==> src/bpme_pkg.sv <==
// Package with the shared types and constants of the progressive mean block.
package bpme_pkg;

   localparam int unsigned MaxBlocks      = 4096;
   localparam int unsigned MaxBlockLength = 65535;

   localparam logic [15:0] ResetBlockLength = 16'd100;
   localparam logic [12:0] ResetNumBlocks   = 13'd100;
   localparam logic [1:0]  ResetReportMode  = 2'd0;

   localparam logic [1:0] CsrBlockLength = 2'd0;
   localparam logic [1:0] CsrNumBlocks   = 2'd1;
   localparam logic [1:0] CsrReportMode  = 2'd2;

   localparam logic [1:0] ModeEvery = 2'd0;
   localparam logic [1:0] ModeLast  = 2'd1;
   localparam logic [1:0] ModeRoot  = 2'd2;

   // One finished block handed from the front part to the back part.
   typedef struct packed {
      logic signed [47:0] block_sum;
      logic [15:0]        block_len;
      logic               last;
      logic               report;
      logic [1:0]         mode;
   } block_type;

endpackage

==> src/bpme_front.sv <==
// Front part: accumulates samples into blocks and passes each finished block on.
module bpme_front (
   input  logic                      clock,
   input  logic                      reset,
   input  logic                      req_valid,
   output logic                      req_ready,
   input  logic signed [31:0]        req_sample,
   input  logic [15:0]               block_length,
   input  logic [12:0]               num_blocks,
   input  logic [1:0]                report_mode,
   input  logic                      run_clear,
   output logic                      blk_valid,
   input  logic                      blk_ready,
   output bpme_pkg::block_type       blk_data
);

   logic signed [47:0] acc_ff, acc_in;
   logic [15:0]        cnt_ff, cnt_in;
   logic [12:0]        blocks_ff, blocks_in;
   logic [15:0]        len;
   logic [12:0]        nb;
   logic [16:0]        cnt_next;
   logic [13:0]        blocks_next;
   logic               ends;
   logic signed [47:0] sum_now;
   logic [1:0]         mode;

   always_comb begin
      len = (block_length == 16'd0) ? 16'd1 : block_length;
      nb = (num_blocks == 13'd0) ? 13'd1 :
           ((num_blocks > 13'(bpme_pkg::MaxBlocks)) ? 13'(bpme_pkg::MaxBlocks) : num_blocks);
      mode = (report_mode == 2'd3) ? bpme_pkg::ModeLast : report_mode;
      cnt_next = {1'b0, cnt_ff} + 17'd1;
      blocks_next = {1'b0, blocks_ff} + 14'd1;
      sum_now = acc_ff + 48'(req_sample);
      ends = (cnt_next >= {1'b0, len});
   end

   assign req_ready = blk_ready;
   assign blk_valid = req_valid && ends;

   always_comb begin
      blk_data.block_sum = sum_now;
      blk_data.block_len = len;
      blk_data.last = (blocks_next >= {1'b0, nb});
      blk_data.mode = mode;
      blk_data.report = (mode == bpme_pkg::ModeEvery) || blk_data.last;
   end

   always_comb begin
      acc_in = acc_ff;
      cnt_in = cnt_ff;
      blocks_in = blocks_ff;
      if (req_valid && req_ready) begin
         if (ends) begin
            acc_in = '0;
            cnt_in = '0;
            blocks_in = blk_data.last ? 13'd0 : blocks_next[12:0];
         end else begin
            acc_in = sum_now;
            cnt_in = cnt_next[15:0];
         end
      end
   end

   always_ff @(posedge clock) begin
      if (reset || run_clear) begin
         acc_ff <= '0;
         cnt_ff <= '0;
         blocks_ff <= '0;
      end else begin
         acc_ff <= acc_in;
         cnt_ff <= cnt_in;
         blocks_ff <= blocks_in;
      end
   end

endmodule

==> config.mk <==
export PLATFORM = sky130hd
export DESIGN_NAME = bpme_front
export DESIGN_NICKNAME = d
export VERILOG_FILES = /design/src/bpme_pkg.sv /design/src/bpme_front.sv
export SDC_FILE = /design/constraint.sdc
export NUM_CORES = 1
export LEC_CHECK = 0
export ABC_AREA = 0
export BUFFER_PORTS_ARGS = -buffer_cell sky130_fd_sc_hd__buf_2
export CAP_MARGIN = 10
export CORE_MARGIN = 1.5
export CORE_UTILIZATION = 30
export CTS_BUF_LIST = sky130_fd_sc_hd__clkbuf_8
export DETAILED_ROUTE_END_ITERATION = 16
export GPL_ROUTABILITY_DRIVEN = 0
export HOLD_SLACK_MARGIN = 0.06
export PLACE_DENSITY_LB_ADDON = 0.25
export SLEW_MARGIN = 5
export SYNTH_ARGS = -nofsm -noshare
export SYNTH_HDL_FRONTEND = slang
export SYNTH_SLANG_ARGS = --single-unit
==> constraint.sdc <==
create_clock -name clock -period 5.4 [get_ports clock]
set_clock_uncertainty 0.2 [all_clocks]
set_input_delay 1.08 -clock clock [delete_from_list [all_inputs] [get_ports clock]]
set_output_delay 1.08 -clock clock [all_outputs]
set_load 0.01 [all_outputs]
### Word-level counts from Yosys, hierarchy flattened

Index checks and enable logic that the tools add are counted.

| cells by class | value |
|---|---|
| $add $sub $neg | 3 |
| multipliers | 0 |
| divide/modulo/power cells | 0 |
| order comparisons | 3 |
| equality and inequality tests | 1 |
| shifts and indexed selects | 0 |
| muxes and demuxes | 7 |
| bitwise operators | 0 |
| reduce and logical (&&, ||, !) cells | 8 |

Operator list:

| operator | count |
|---|---|
| 48-bit by 32-bit adder with 48-bit output | 1 |
| 48-bit 2-to-1 mux | 1 |
| 13-bit 2-to-1 mux | 3 |
| 16-bit 2-to-1 mux | 2 |
| 16-bit by 1-bit adder with 17-bit output (second input constant) | 1 |
| 17-bit by 16-bit greater-or-equal comparator with 1-bit output | 1 |
| 16-bit zero test | 1 |
| 13-bit by 1-bit adder with 14-bit output (second input constant) | 1 |
| 14-bit by 13-bit greater-or-equal comparator with 1-bit output | 1 |
| 13-bit greater-than comparator (second input constant) | 1 |
| 13-bit zero test | 1 |
| 2-bit == test (second input constant) | 1 |
| 1-bit logical AND | 2 |
| 2-bit zero test | 1 |
| 1-bit logical OR | 2 |
| 2-bit 2-to-1 mux | 1 |
| 2-bit AND reduction | 1 |

| word-level totals | value |
|---|---|
| bits in registers | 77 |
| bits in latches | 0 |
| RAM bits | 0 |
| bits in read-only memories | 0 |
| input port bits | 68 |
| word-level logic and storage cells | 25 |
| memories | 0 |

### Depth between registers and ports, before layout

| depth | value |
|---|---|
| word-level depth | 5 |
| depth in mapped cells | 18 |

### Worst setup path after synthesis

Ideal clock, no wire load.

| path | value |
|---|---|
| path kind | input to output |
| from | input req_sample[0] |
| to | output blk_data[60] in the netlist's numbering |
| arrival time | 3.444 ns |
| path slack | 0.676 ns |
| cell stages on the path | 11 |
| cells stage by stage | ha_1 -> fa_1 -> a21oi_1 -> o211ai_1 -> nand2_1 -> o221ai_2 -> a2111oi_2 -> o31ai_2 -> a21oi_1 -> o21ai_1 -> xnor2_1 |

RTL lines:

| element | line | RTL |
|---|---|---|
| start, declared | bpme_front.sv:7 | `input logic signed [31:0] req_sample,` |
| end, declared | bpme_front.sv:14 | `output bpme_pkg::block_type blk_data` |

==> impl_results.md <==
* Ys Warns at 0
* CTS tree: yes
* Gr usage total at between 10% and 20%
* DP Wirelength at 14500 um
* Vias per cell at a little over 5
* VDD IR max at about 110 uV
* Drc violations at 0
* Final Setup Violations at 0
* Wire per inst at roughly 15 um
* Synth area leaders: dfxtp_1 (23%), ha_1 (15%), a21oi_1 (7.7%), nand2_1 (5.6%), xnor2_1 (4.7%)
* CTS hold repair buffers at 0
* Lkg Pwr at about 3.6 nW
* Metal-1 WL at about 9500 um
* Root Buffer: clkbuf_8
* Max layer used: met4
* Worst Tran Pin Value at between 600 and 700 ps
* Drt total wl at 19100 um
* Hold Crit Class: reg2reg
* Vias in the first global route at 6280
* Clk sink count at 77
* DRT Pass-1 Iters at 5
* Final Hold Fails at 0
* Die ar. at around 0.023 mm2
* H-tree levels at 3
* Cell Area, Placed at approximately 0.0076 mm2
* Met3 routed WL at just over 600 um
* Status: finished clean
* CP arrival at 3890 ps
* Post-synth top area cell: dfxtp_1
* PwrDens at ~180 mW/mm2
* Post-Syn Area per Cell at 7.84 um2
* Post-CTS setup buffers at 0
* Sequential area share after synthesis at a little under a quarter
* Area growth syn-to-layout at 17.3%
* Post-route cell area at between 0.007 and 0.008 mm2
* Vias at roughly 6500
* FP Rows at 54
* Port Buffers at roughly 140
* Cell count after synthesis at ~850
* Starting Density at between 30% and 40%
* Fmax at 0.193 GHz
* Netlist Area Pre-Place at 0.00669 mm2
* Required time of the critical path at 4120 ps
* Total CTS buffers at 9
* Metal2 WL at 8750 um
* Die W at between 150 and 200 um
* CTS clk-pin slew, worst paths at roughly 90 ps
* CP Max Fanout at 3
* Yosys reg bits at 77
* Core area at approximately 0.022 mm2
* Ant diodes at 0
* Max clock buf depth at 2
* Nets at 1108
* Relative slew slack at roughly 60%
* Layout cells sized above 1 at about a fifth
* Ys flop type: dfxtp_1
* Initial antenna violation count at 0
* DIE HEIGHT at around 150 um
* Syn nets at 1000
* Count of cell types in the netlist at 72
* Clock Latency Late Sink at 380 ps
* Post-Route Setup TNS at 0 ps
* Largest net degree at the start of global routing at 43
* Post_cts resized at 0
* Most common cell after layout, fill and taps aside: buf_2
* Crit start category: primary input
* RSZ-0062 raised after global routing: no
* I/O pin total at 138
* Crit path kind: in2out
* Post-synth EDFFs at 0
* Crit end category: output pin
* Global-route wire length before repair at approximately 32000 um
* Final worst path period need at ~5200 ps
* Commonest non-fill, non-tap cells in the layout: buf_2 (137), a21oi_1 (101), nand2_1 (100), ha_1 (78), dfxtp_1 (77)
* ANT nets after route at 0
* Ys async rst share at 0%
* Iter 0 DRT Violations at between 300 and 400
* Max-slew violations at 0
* Yosys top cell area share at 23.0%
* Final Cycle Share at a little over nine tenths
* Max Cap Viol at 0
* Total grt overflow at 0
## power by group
group / internal, mW / switching (mW) / total, mW / leakage, nW
sequential: 0.577 / 0.00556 / 0.583 / 0.623
combinational: 0.139 / 0.215 / 0.354 / 2.92
clock: 0.225 / 0.249 / 0.474 / 0.0943
## state kept, by name (all words and copies together) (netlist names)
register and cells:
acc_ff 48, blocks_ff 13, cnt_ff 16
## final cells by class
| class | count | area, um2 |
|---|---|---|
| inverters | 28 | 105 |
| clock inverters | 6 | 62.6 |
| fillers | 2348 | 14000 |
| clock buffers | 10 | 138 |
| well taps | 280 | 350 |
| multi-input cells | 691 | 4830 |
| repair buffers | 154 | 813 |
| flip-flops and latches | 77 | 1540 |
## kinds of logic after synthesis
group	synth area share, %
buffers and inverters	5.11
DFF	23.0
AOI/OAI and AO/OA	27.1
and+or+nand+nor	20.1
adders and majority gates	14.9
muxes	0.299
xor gates and xnor gates	9.41
## stage by stage
stage	utilization (%)	std cells	total power, mW	hold slack (ps)	setup WS [ps]
after floorplan	-	853	0.822	232	676
after global placement	34.9	1230	0.950	243	236
after detailed placement	34.9	1230	0.950	250	193
after CTS	35.8	1246	1.43	262	180
after global routing	35.9	1246	1.50	278	7.68
final	35.9	1246	1.41	260	228
## cell usage after synthesis, types with 4 or more instances
cell type  number
a21oi_1       103
nand2_1       100
ha_1           78
dfxtp_1        77
nand3_1        43
o21ai_0        41
clkbuf_1       39
nor2_1         39
xnor2_1        36
xor2_1         34
inv_1          28
a21o_1         25
a22o_1         22
and3_1         19
nand3b_1       15
buf_2          12
nand4_1        12
a31oi_1         9
nor4_1          9
nor2b_1         8
nand2b_1        6
o21a_1          6
o21bai_1        6
a211oi_1        4
a22oi_1         4
buf_1           4
nand4b_1        4
nor3_1          4
o21ai_1         4
## worst max-delay path, cell delays in order
cell and delay [ps]:
buf_2 100, ha_1 230, fa_1 420, a21oi_1 220
o211ai_1 210, nand2_1 180, o221ai_2 150, a2111oi_4 370
o31ai_2 150, and3_1 190, o22ai_1 200, xnor2_1 200
buf_2 190
## routing by layer
metal | global-route usage [%] | up-vias
met1 | 22.5 | 3005
met5 | 0 | -
li1 | - | 3316
met2 | 27.5 | 124
met4 | 4.16 | 0
met3 | 1.85 | 13
## path summary, 6_finish.rpt
path	from	to	slack [ps]	cells after the start
max	req_sample[0]	blk_data[66]	230	13
min	acc_ff[23]	acc_ff[23]	260	2
max reg2reg	cnt_ff[0]	cnt_ff[4]	990	19
min reg2reg	acc_ff[23]	acc_ff[23]	260	2
Power figures use the tool's default switching activity.
