File: src/bpme_pkg.sv
// Package with the shared types and constants of the progressive mean block.
package bpme_pkg;

   localparam int unsigned MaxBlocks      = 4096;
   localparam int unsigned MaxBlockLength = 65535;

   localparam logic [15:0] ResetBlockLength = 16'd100;
   localparam logic [12:0] ResetNumBlocks   = 13'd100;
   localparam logic [1:0]  ResetReportMode  = 2'd0;

   localparam logic [1:0] CsrBlockLength = 2'd0;
   localparam logic [1:0] CsrNumBlocks   = 2'd1;
   localparam logic [1:0] CsrReportMode  = 2'd2;

   localparam logic [1:0] ModeEvery = 2'd0;
   localparam logic [1:0] ModeLast  = 2'd1;
   localparam logic [1:0] ModeRoot  = 2'd2;

   // One finished block handed from the front part to the back part.
   typedef struct packed {
      logic signed [47:0] block_sum;
      logic [15:0]        block_len;
      logic               last;
      logic               report;
      logic [1:0]         mode;
   } block_type;

endpackage

File: src/bpme_queue.sv
// Two-entry queue of finished blocks between the front and back parts.
module bpme_queue (
   input  logic                clock,
   input  logic                reset,
   input  logic                in_valid,
   output logic                in_ready,
   input  bpme_pkg::block_type in_data,
   output logic                out_valid,
   input  logic                out_ready,
   output bpme_pkg::block_type out_data
);

   bpme_pkg::block_type mem_ff [2];
   logic       wr_ff, rd_ff;
   logic [1:0] cnt_ff;
   logic       push, pop;

   assign in_ready = (cnt_ff != 2'd2);
   assign out_valid = (cnt_ff != 2'd0);
   assign out_data = mem_ff[rd_ff];
   assign push = in_valid && in_ready;
   assign pop = out_valid && out_ready;

   always_ff @(posedge clock) begin
      if (push) begin
         mem_ff[wr_ff] <= in_data;
      end
   end

   always_ff @(posedge clock) begin
      if (reset) begin
         wr_ff <= 1'b0;
         rd_ff <= 1'b0;
         cnt_ff <= 2'd0;
      end else begin
         if (push) begin
            wr_ff <= ~wr_ff;
         end
         if (pop) begin
            rd_ff <= ~rd_ff;
         end
         cnt_ff <= cnt_ff + 2'(push) - 2'(pop);
      end
   end

   assert property (@(posedge clock) disable iff (reset) cnt_ff != 2'd3)
      else $error("queue count out of range");
   assert property (@(posedge clock) disable iff (reset)
      (cnt_ff == 2'd2 && !pop) |=> (cnt_ff == 2'd2))
      else $error("full queue lost an entry");
   assert property (@(posedge clock) disable iff (reset)
      (cnt_ff == 2'd0) |-> !pop)
      else $error("pop from empty queue");

endmodule

File: config.mk
export PLATFORM = sky130hd
export DESIGN_NAME = bpme_queue
export DESIGN_NICKNAME = d
export VERILOG_FILES = /design/src/bpme_pkg.sv /design/src/bpme_queue.sv
export SDC_FILE = /design/constraint.sdc
export NUM_CORES = 1
export LEC_CHECK = 0
export BUFFER_PORTS_ARGS = -buffer_cell sky130_fd_sc_hd__buf_2
export CORE_MARGIN = 5
export CORE_UTILIZATION = 50
export CTS_CLUSTER_SIZE = 14
export DETAILED_ROUTE_END_ITERATION = 8
export HOLD_SLACK_MARGIN = 0.12
export PLACE_DENSITY = 0.77
export SETUP_SLACK_MARGIN = 0.05
export SLEW_MARGIN = 20
export SYNTH_ARGS = -nofsm -noshare
export SYNTH_HDL_FRONTEND = slang
export SYNTH_SLANG_ARGS = --single-unit
File: constraint.sdc
create_clock -name clock -period 8.68 [get_ports clock]
set_input_delay 1.736 -clock clock [delete_from_list [all_inputs] [get_ports clock]]
set_output_delay 1.736 -clock clock [all_outputs]
set_load 0.1 [all_outputs]
* After elaboration in Yosys (flattened, before gate mapping) *
Memory sizes are Yosys's and may differ from the RTL's. A register that Yosys moved wholly into a read port is not among the register bits.
Cells that the tools add are included.

word-level totals
  register bits after elaboration = 4
  latch bits = 0
  RAM bits = 136
  ROM bits = 0
  input bits = 72
  memories kept = 1

memory list
  memory  depth  bits a word  rd ports  clocked after Yosys merged registers in  write ports  RTL line          RTL
  mem_ff  2      68           1         1                                        1            bpme_queue.sv:13  bpme_pkg::block_type mem_ff [2];

operators by class
  $add $sub $neg = 2
  multipliers = 0
  divide/modulo/power cells = 0
  $lt $le $gt $ge = 0
  equality and inequality tests = 1
  shift-type cells = 0
  muxes and demuxes = 4
  bitwise logic cells = 2
  reductions and logical operators = 3

operator list
  cell                                   number
  2-to-1 mux 1 bit                       4
  adder 2 x 1 -> 2 bit                   1
  logical AND 1 bit                      2
  != test 2 bit (second input constant)  1
  NOT 1 bit                              2
  nonzero test 2 bit                     1
  subtractor 2 x 1 -> 2 bit              1

* Longest topological paths before layout *
Gate-level depths: netlist (run 1).

  word-level depth = 4
  depth in mapped cells = 8
  mapped depth without buffers = 8

* Least setup slack after synthesis (run 1) *
Ideal clock, no wire load.

  path type = input-to-reg
  start point = in in_valid
  end point = mem mem_ff[0][0] in the netlist's numbering, enable pin
  data arrival time = 4.711 ns
  required time = 8.185 ns
  slack = 3.474 ns
  cell stages on the path = 2
  buffers on the path = 0
  cell sequence = nand2_1 > nor2_1

between the ends
  longest elaborated chain between the ends = 3

RTL lines
  what                                    RTL line          RTL
  start, declared                         bpme_queue.sv:5   input logic in_valid,
  logical AND 1 bit                       bpme_queue.sv:21  assign push = in_valid && in_ready;
  2-to-1 mux 1 bit                        bpme_queue.sv:25  if (push) begin
  2-to-1 mux 1 bit (implied by the code)  bpme_queue.sv:26  mem_ff[wr_ff] <= in_data;
  end, declared                           bpme_queue.sv:13

Every way passes these cells.

==> results of run 1 <==
-- kinds of logic after synthesis --
family | after synthesis | share of synthesized area, %
flip-flops | 141 | 80.1
AND/OR/NAND/NOR | 11 | 1.03
adder cells (fa/ha/maj) | 2 | 0.479
XOR/XNOR | 3 | 0.503
AO/OA/AOI/OAI | 1 | 0.144
buffers and inverters | 9 | 1.46
multiplexers | 69 | 16.3
-- routing by layer --
layer | up-vias | wire length (µm)
met2 | 94 | 4710
met1 | 1266 | 3440
met4 | 0 | 54
met3 | 6 | 742
met5 | - | 0
li1 | 1236 | -
-- flip-flops by register name (all words and copies together), names as in the netlist, named ones only --
signal	flops
cnt_ff	2
mem_ff	136
wr_ff	1
rd_ff	1
-- layout by cell type (no fill, tap or decap), drive strengths merged --
| cell type | synthesis | routed |
|---|---|---|
| and3 | 1 | 1 |
| buf | 8 | 142 |
| bufinv | 0 | 5 |
| clkbuf | 0 | 18 |
| clkinv | 0 | 7 |
| clkinvlp | 0 | 2 |
| dfxtp | 5 | 5 |
| edfxtp | 136 | 136 |
| ha | 2 | 2 |
| inv | 1 | 1 |
| mux2 | 69 | 69 |
| nand2 | 1 | 1 |
| nand2b | 1 | 1 |
| nor2 | 5 | 5 |
| nor2b | 2 | 2 |
| o21a | 1 | 1 |
| or2 | 1 | 1 |
| xnor2 | 2 | 2 |
| xor2 | 1 | 1 |
-- per-stage QoR --
| step | setup WS, ps | util (%) |
|---|---|---|
| floorplan | 3470 | - |
| global placement | 5060 | 58.9 |
| detailed placement | 5050 | 58.9 |
| CTS | 4570 | 65.1 |
| global route | 4480 | 65.1 |
| finish | 4640 | 65.1 |
-- how the worst max path moves through the flow --
stage	end	slack, ps	depth (start not counted)
after detailed placement	mem_ff[0][50]	5050	4
after global routing	out_data[3]	4480	2
after floorplan	mem_ff[0][0]	3470	2
after global placement	mem_ff[0][52]	5060	4
after CTS	out_data[3]	4570	2
final	out_data[6]	4640	2
-- area by class of cell --
class | count | share of cell area, %
Timing Repair Buffer | 142 | 10.7
Clock buffer | 18 | 6.25
Tap cell | 136 | 2.54
Inverter | 1 | 0.0561
Clock inverter | 14 | 3.27
Sequential cell | 141 | 62.6
Multi-Input combinational cell | 86 | 14.6
-- worst max-delay path: cells and delay by family (launching register included) --
| kind | cells | cell delay [ps] |
|---|---|---|
| buf+inv | 1 | 430 |
| mux | 1 | 330 |
| flops | 1 | 1010 |
==> flow_summary.yaml, run 1 <==
placement:
  hpwl_mm: 5.68
  numPortBuffers: 141
  gp_congestion: 0.656
  dp_cells: 506
  place_area_um2: 6050
setup_path:
  worstPathArrival_ps: 2300
  cp_slowest_cell: "dfxtp_4"
  cp_cell_sequence: "mux2_2 -> buf_2"
  path_max_fanout: 68
  cp-start-kind: "register"
  crit_required_ps: 6940
  critPathCaptureType: "primary output"
  rr_startpoint: "cnt_ff[0]"
  reg2reg_depth: 4
  worst-setup-path-type: "reg -> out"
  r2r_setup_slack_ps: 6380
  rr_endpoint: "mem_ff[0][50]"
  cpPeakStageDelay_ps: 1010
route:
  ant_nets: 0
  drt-total-wl_mm: 8.95
  vias: 2602
  wl_per_cell_um: 16.6
  drc: 0
  initialDrtViolationCount: 107
  vias_per_cell: 4.84
  dr.pass1.iters: 4
timing:
  skew_ps: 5.33
  whs_ps: 511
  maxSlewViolCount: 0
  setup_violations: 0
  fin_crit_sh_pct: 46.6
  rsz0062_at_grt: "false"
  hold_violations: 0
  fin_tns_setup_ps: 0
  worstMarginPinSlew_ps: 986
  relSlewSlack_pct: 34.3
  fmax_ghz: 0.247
  timing.final.crit_period_ps: 4040
yosys:
  syn_nets: 310
  synth-warning-count: 0
  post_synth_main_area_contributors: "edfxtp_1 (78%), mux2_2 (11%), mux2_4 (5.7%)"
  netlist_instances: 236
  synth_top_area_share_pct: 78.2
  async_flop_share_pct: 0
  synth_cell_types: 18
  synth_common_cells: "edfxtp_1 (136), mux2_2 (49), mux2_4 (20)"
  netlist_area_um2: 5230
  synth_most_common_cell: "edfxtp_1"
  avgSynthCellArea_um2: 22.1
  synth-main-ff-cell: "edfxtp_1"
  ys_seq_area_share_pct: 80.1
  synth_edf_count: 136
  synth_top_area_cell: "edfxtp_1"
  ys_ff_latch: 141
finish:
  fin_area_um2: 6690
  multi_input_area_um2: 977
  drive_above_1_share_pct: 61.2
  filler_cell_count: 771
  register_area_um2: 4190
  area_growth_pct: 28.0
  diodes: 0
  final_cells: 538
  nets: 463
cts:
  post_cts_buffers: 0
  ctsHoldBuffers: 0
  clock_path_buffers: 2
  path_clk_slew_ps: 60
  clkSinkCount: 141
  root_buffer: "clkbuf_8"
  tritoncts: "yes"
  insertion_delay_ps: 510
  h-tree-depth: 4
  cts_resized: 0
  cts_made_buffers: 17
floorplan:
  dieArea_um2: 12600
  die_w_um: 112
  io_pins: 142
  core_um2: 10300
  rows: 37
  die_height_um: 112
  start_util_pct: 50.8
job:
  drv_cap: 0
global_routing:
  grt_pass1_vias: 2922
  grtUsageMet1_pct: 16.2
  antenna_found_initial: 0
  grt.overflow.total: 0
  grt_busiest_layer: "met2"
  grt_first_pass_wirelength_mm: 14.3
  grt_max_degree: 69
  grt_util_met3_pct: 6.79
  met2_usage_pct: 25.4
  grt_use_total_pct: 14.9
status:
  outcome: "complete, no violations"
min_path:
  min_delay_path_depth: 2
  min-delay-start: "rd_ff"
  hp-class: "reg -> reg"
Power of run 1 is left out: the tool's default activity adds up to more than one toggle a clock period on the data nets, which glitch-free logic cannot reach.
==> inputs of run 2 (changes only) <==
==> constraint.sdc (replaced) <==
create_clock -name clock -period 3.9 [get_ports clock]
set_input_delay 0.78 -clock clock [delete_from_list [all_inputs] [get_ports clock]]
set_output_delay 0.78 -clock clock [all_outputs]
set_load 0.1 [all_outputs]
==> flow_summary.yaml, run 2 (same netlist as run 1, synthesis figures left out) <==
min_path:
  hp-class: "in -> reg"
global_routing:
  grt_use_total_pct: 14.7
  grt_pass1_vias: 2912
  grt_first_pass_wirelength_mm: 14.2
  grt.overflow.total: 0
  grt_max_degree: 69
  antenna_found_initial: 0
timing:
  skew_ps: 4.93
  hold_violations: 0
  fin_tns_setup_ps: 0
  worstMarginPinSlew_ps: 1000
  setup_violations: 0
  maxSlewViolCount: 0
  fmax_ghz: 0.326
  relSlewSlack_pct: 33.1
  timing.final.crit_period_ps: 3070
  fin_crit_sh_pct: 78.7
  rsz0062_at_grt: "false"
route:
  ant_nets: 0
  wl_per_cell_um: 16.9
  drc: 0
  vias_per_cell: 4.87
  initialDrtViolationCount: 133
  vias: 2631
  drt-total-wl_mm: 9.13
  dr.pass1.iters: 4
status:
  outcome: "complete, no violations"
floorplan:
  core_um2: 10300
  die_height_um: 112
  dieArea_um2: 12600
  io_pins: 142
  die_w_um: 112
  rows: 37
  start_util_pct: 50.8
setup_path:
  critPathCaptureType: "primary output"
  worstPathArrival_ps: 2290
  cp-start-kind: "register"
  cpPeakStageDelay_ps: 1020
  worst-setup-path-type: "reg -> out"
  cp_slowest_cell: "dfxtp_4"
  r2r_setup_slack_ps: 2020
  crit_required_ps: 3120
  path_max_fanout: 68
  cp_cell_sequence: "mux2_2 -> buf_2"
placement:
  gp_congestion: 0.688
  place_area_um2: 6080
  numPortBuffers: 141
  hpwl_mm: 5.92
finish:
  diodes: 0
  drive_above_1_share_pct: 61.1
  final_cell_mix: "buf_2 (141), edfxtp_1 (136), mux2_2 (49), mux2_4 (20), clkbuf_16 (16)"
  layout_commonest_cell: "buf_2"
  regMostFlops: "mem_ff"
  fin_area_um2: 6690
  area_growth_pct: 28.0
  nets: 465
  largest_reg_flops: 136
  reg.largest.list: "mem_ff: 136 flops, cnt_ff: 2 flops"
cts:
  clock_path_buffers: 2
  post_cts_buffers: 0
  cts_made_buffers: 17
  tritoncts: "yes"
  root_buffer: "clkbuf_8"
  insertion_delay_ps: 500
  path_clk_slew_ps: 60
  h-tree-depth: 4
  cts_resized: 0
  clkSinkCount: 141
  ctsHoldBuffers: 0
job:
  drv_cap: 0
==> run 2: final cells by class <==
class / count / area, µm²
Sequential cell: 141 / 4190
Fill cell: 724 / 3590
Multi-Input combinational cell: 86 / 973
Timing Repair Buffer: 144 / 741
Clock buffer: 18 / 418
Clock inverter: 14 / 193
Tap cell: 136 / 170
Inverter: 1 / 3.75
==> run 2: worst paths after layout <==
check              start            end  depth (start not counted)
max reg2reg    cnt_ff[0]   mem_ff[1][4]                          3
max             register   out_data[13]                          2
min reg2reg        rd_ff       register                          2
min          in_data[25]  mem_ff[1][25]                          1
==> run 2: metal layers <==
| layer | up-vias | track usage (%) | routed length, µm |
|---|---|---|---|
| met5 | - | 0 | 0 |
| met4 | 0 | 5.77 | 86 |
| met3 | 10 | 5.12 | 692 |
| met2 | 96 | 26.0 | 4730 |
| met1 | 1286 | 16.3 | 3630 |
| li1 | 1239 | - | - |
==> run 2: critical path, delay by kind of cell, from the launching register on <==
| kind | cells | cell delay (ps) |
|---|---|---|
| DFF | 1 | 1020 |
| buffers and inverters | 1 | 430 |
| muxes | 1 | 320 |
==> run 2: per-stage QoR <==
step / setup WS (ps) / std cells / utilization, % / hold slack [ps]
after floorplan: 267 / 236 / - / 481
after global placement: 1310 / 508 / 59.1 / 496
after detailed placement: 1320 / 508 / 59.1 / 526
after CTS: 749 / 540 / 65.1 / 435
after global routing: 702 / 540 / 65.1 / 432
final: 832 / 540 / 65.1 / 464
Power of run 2 is left out for the same reason.
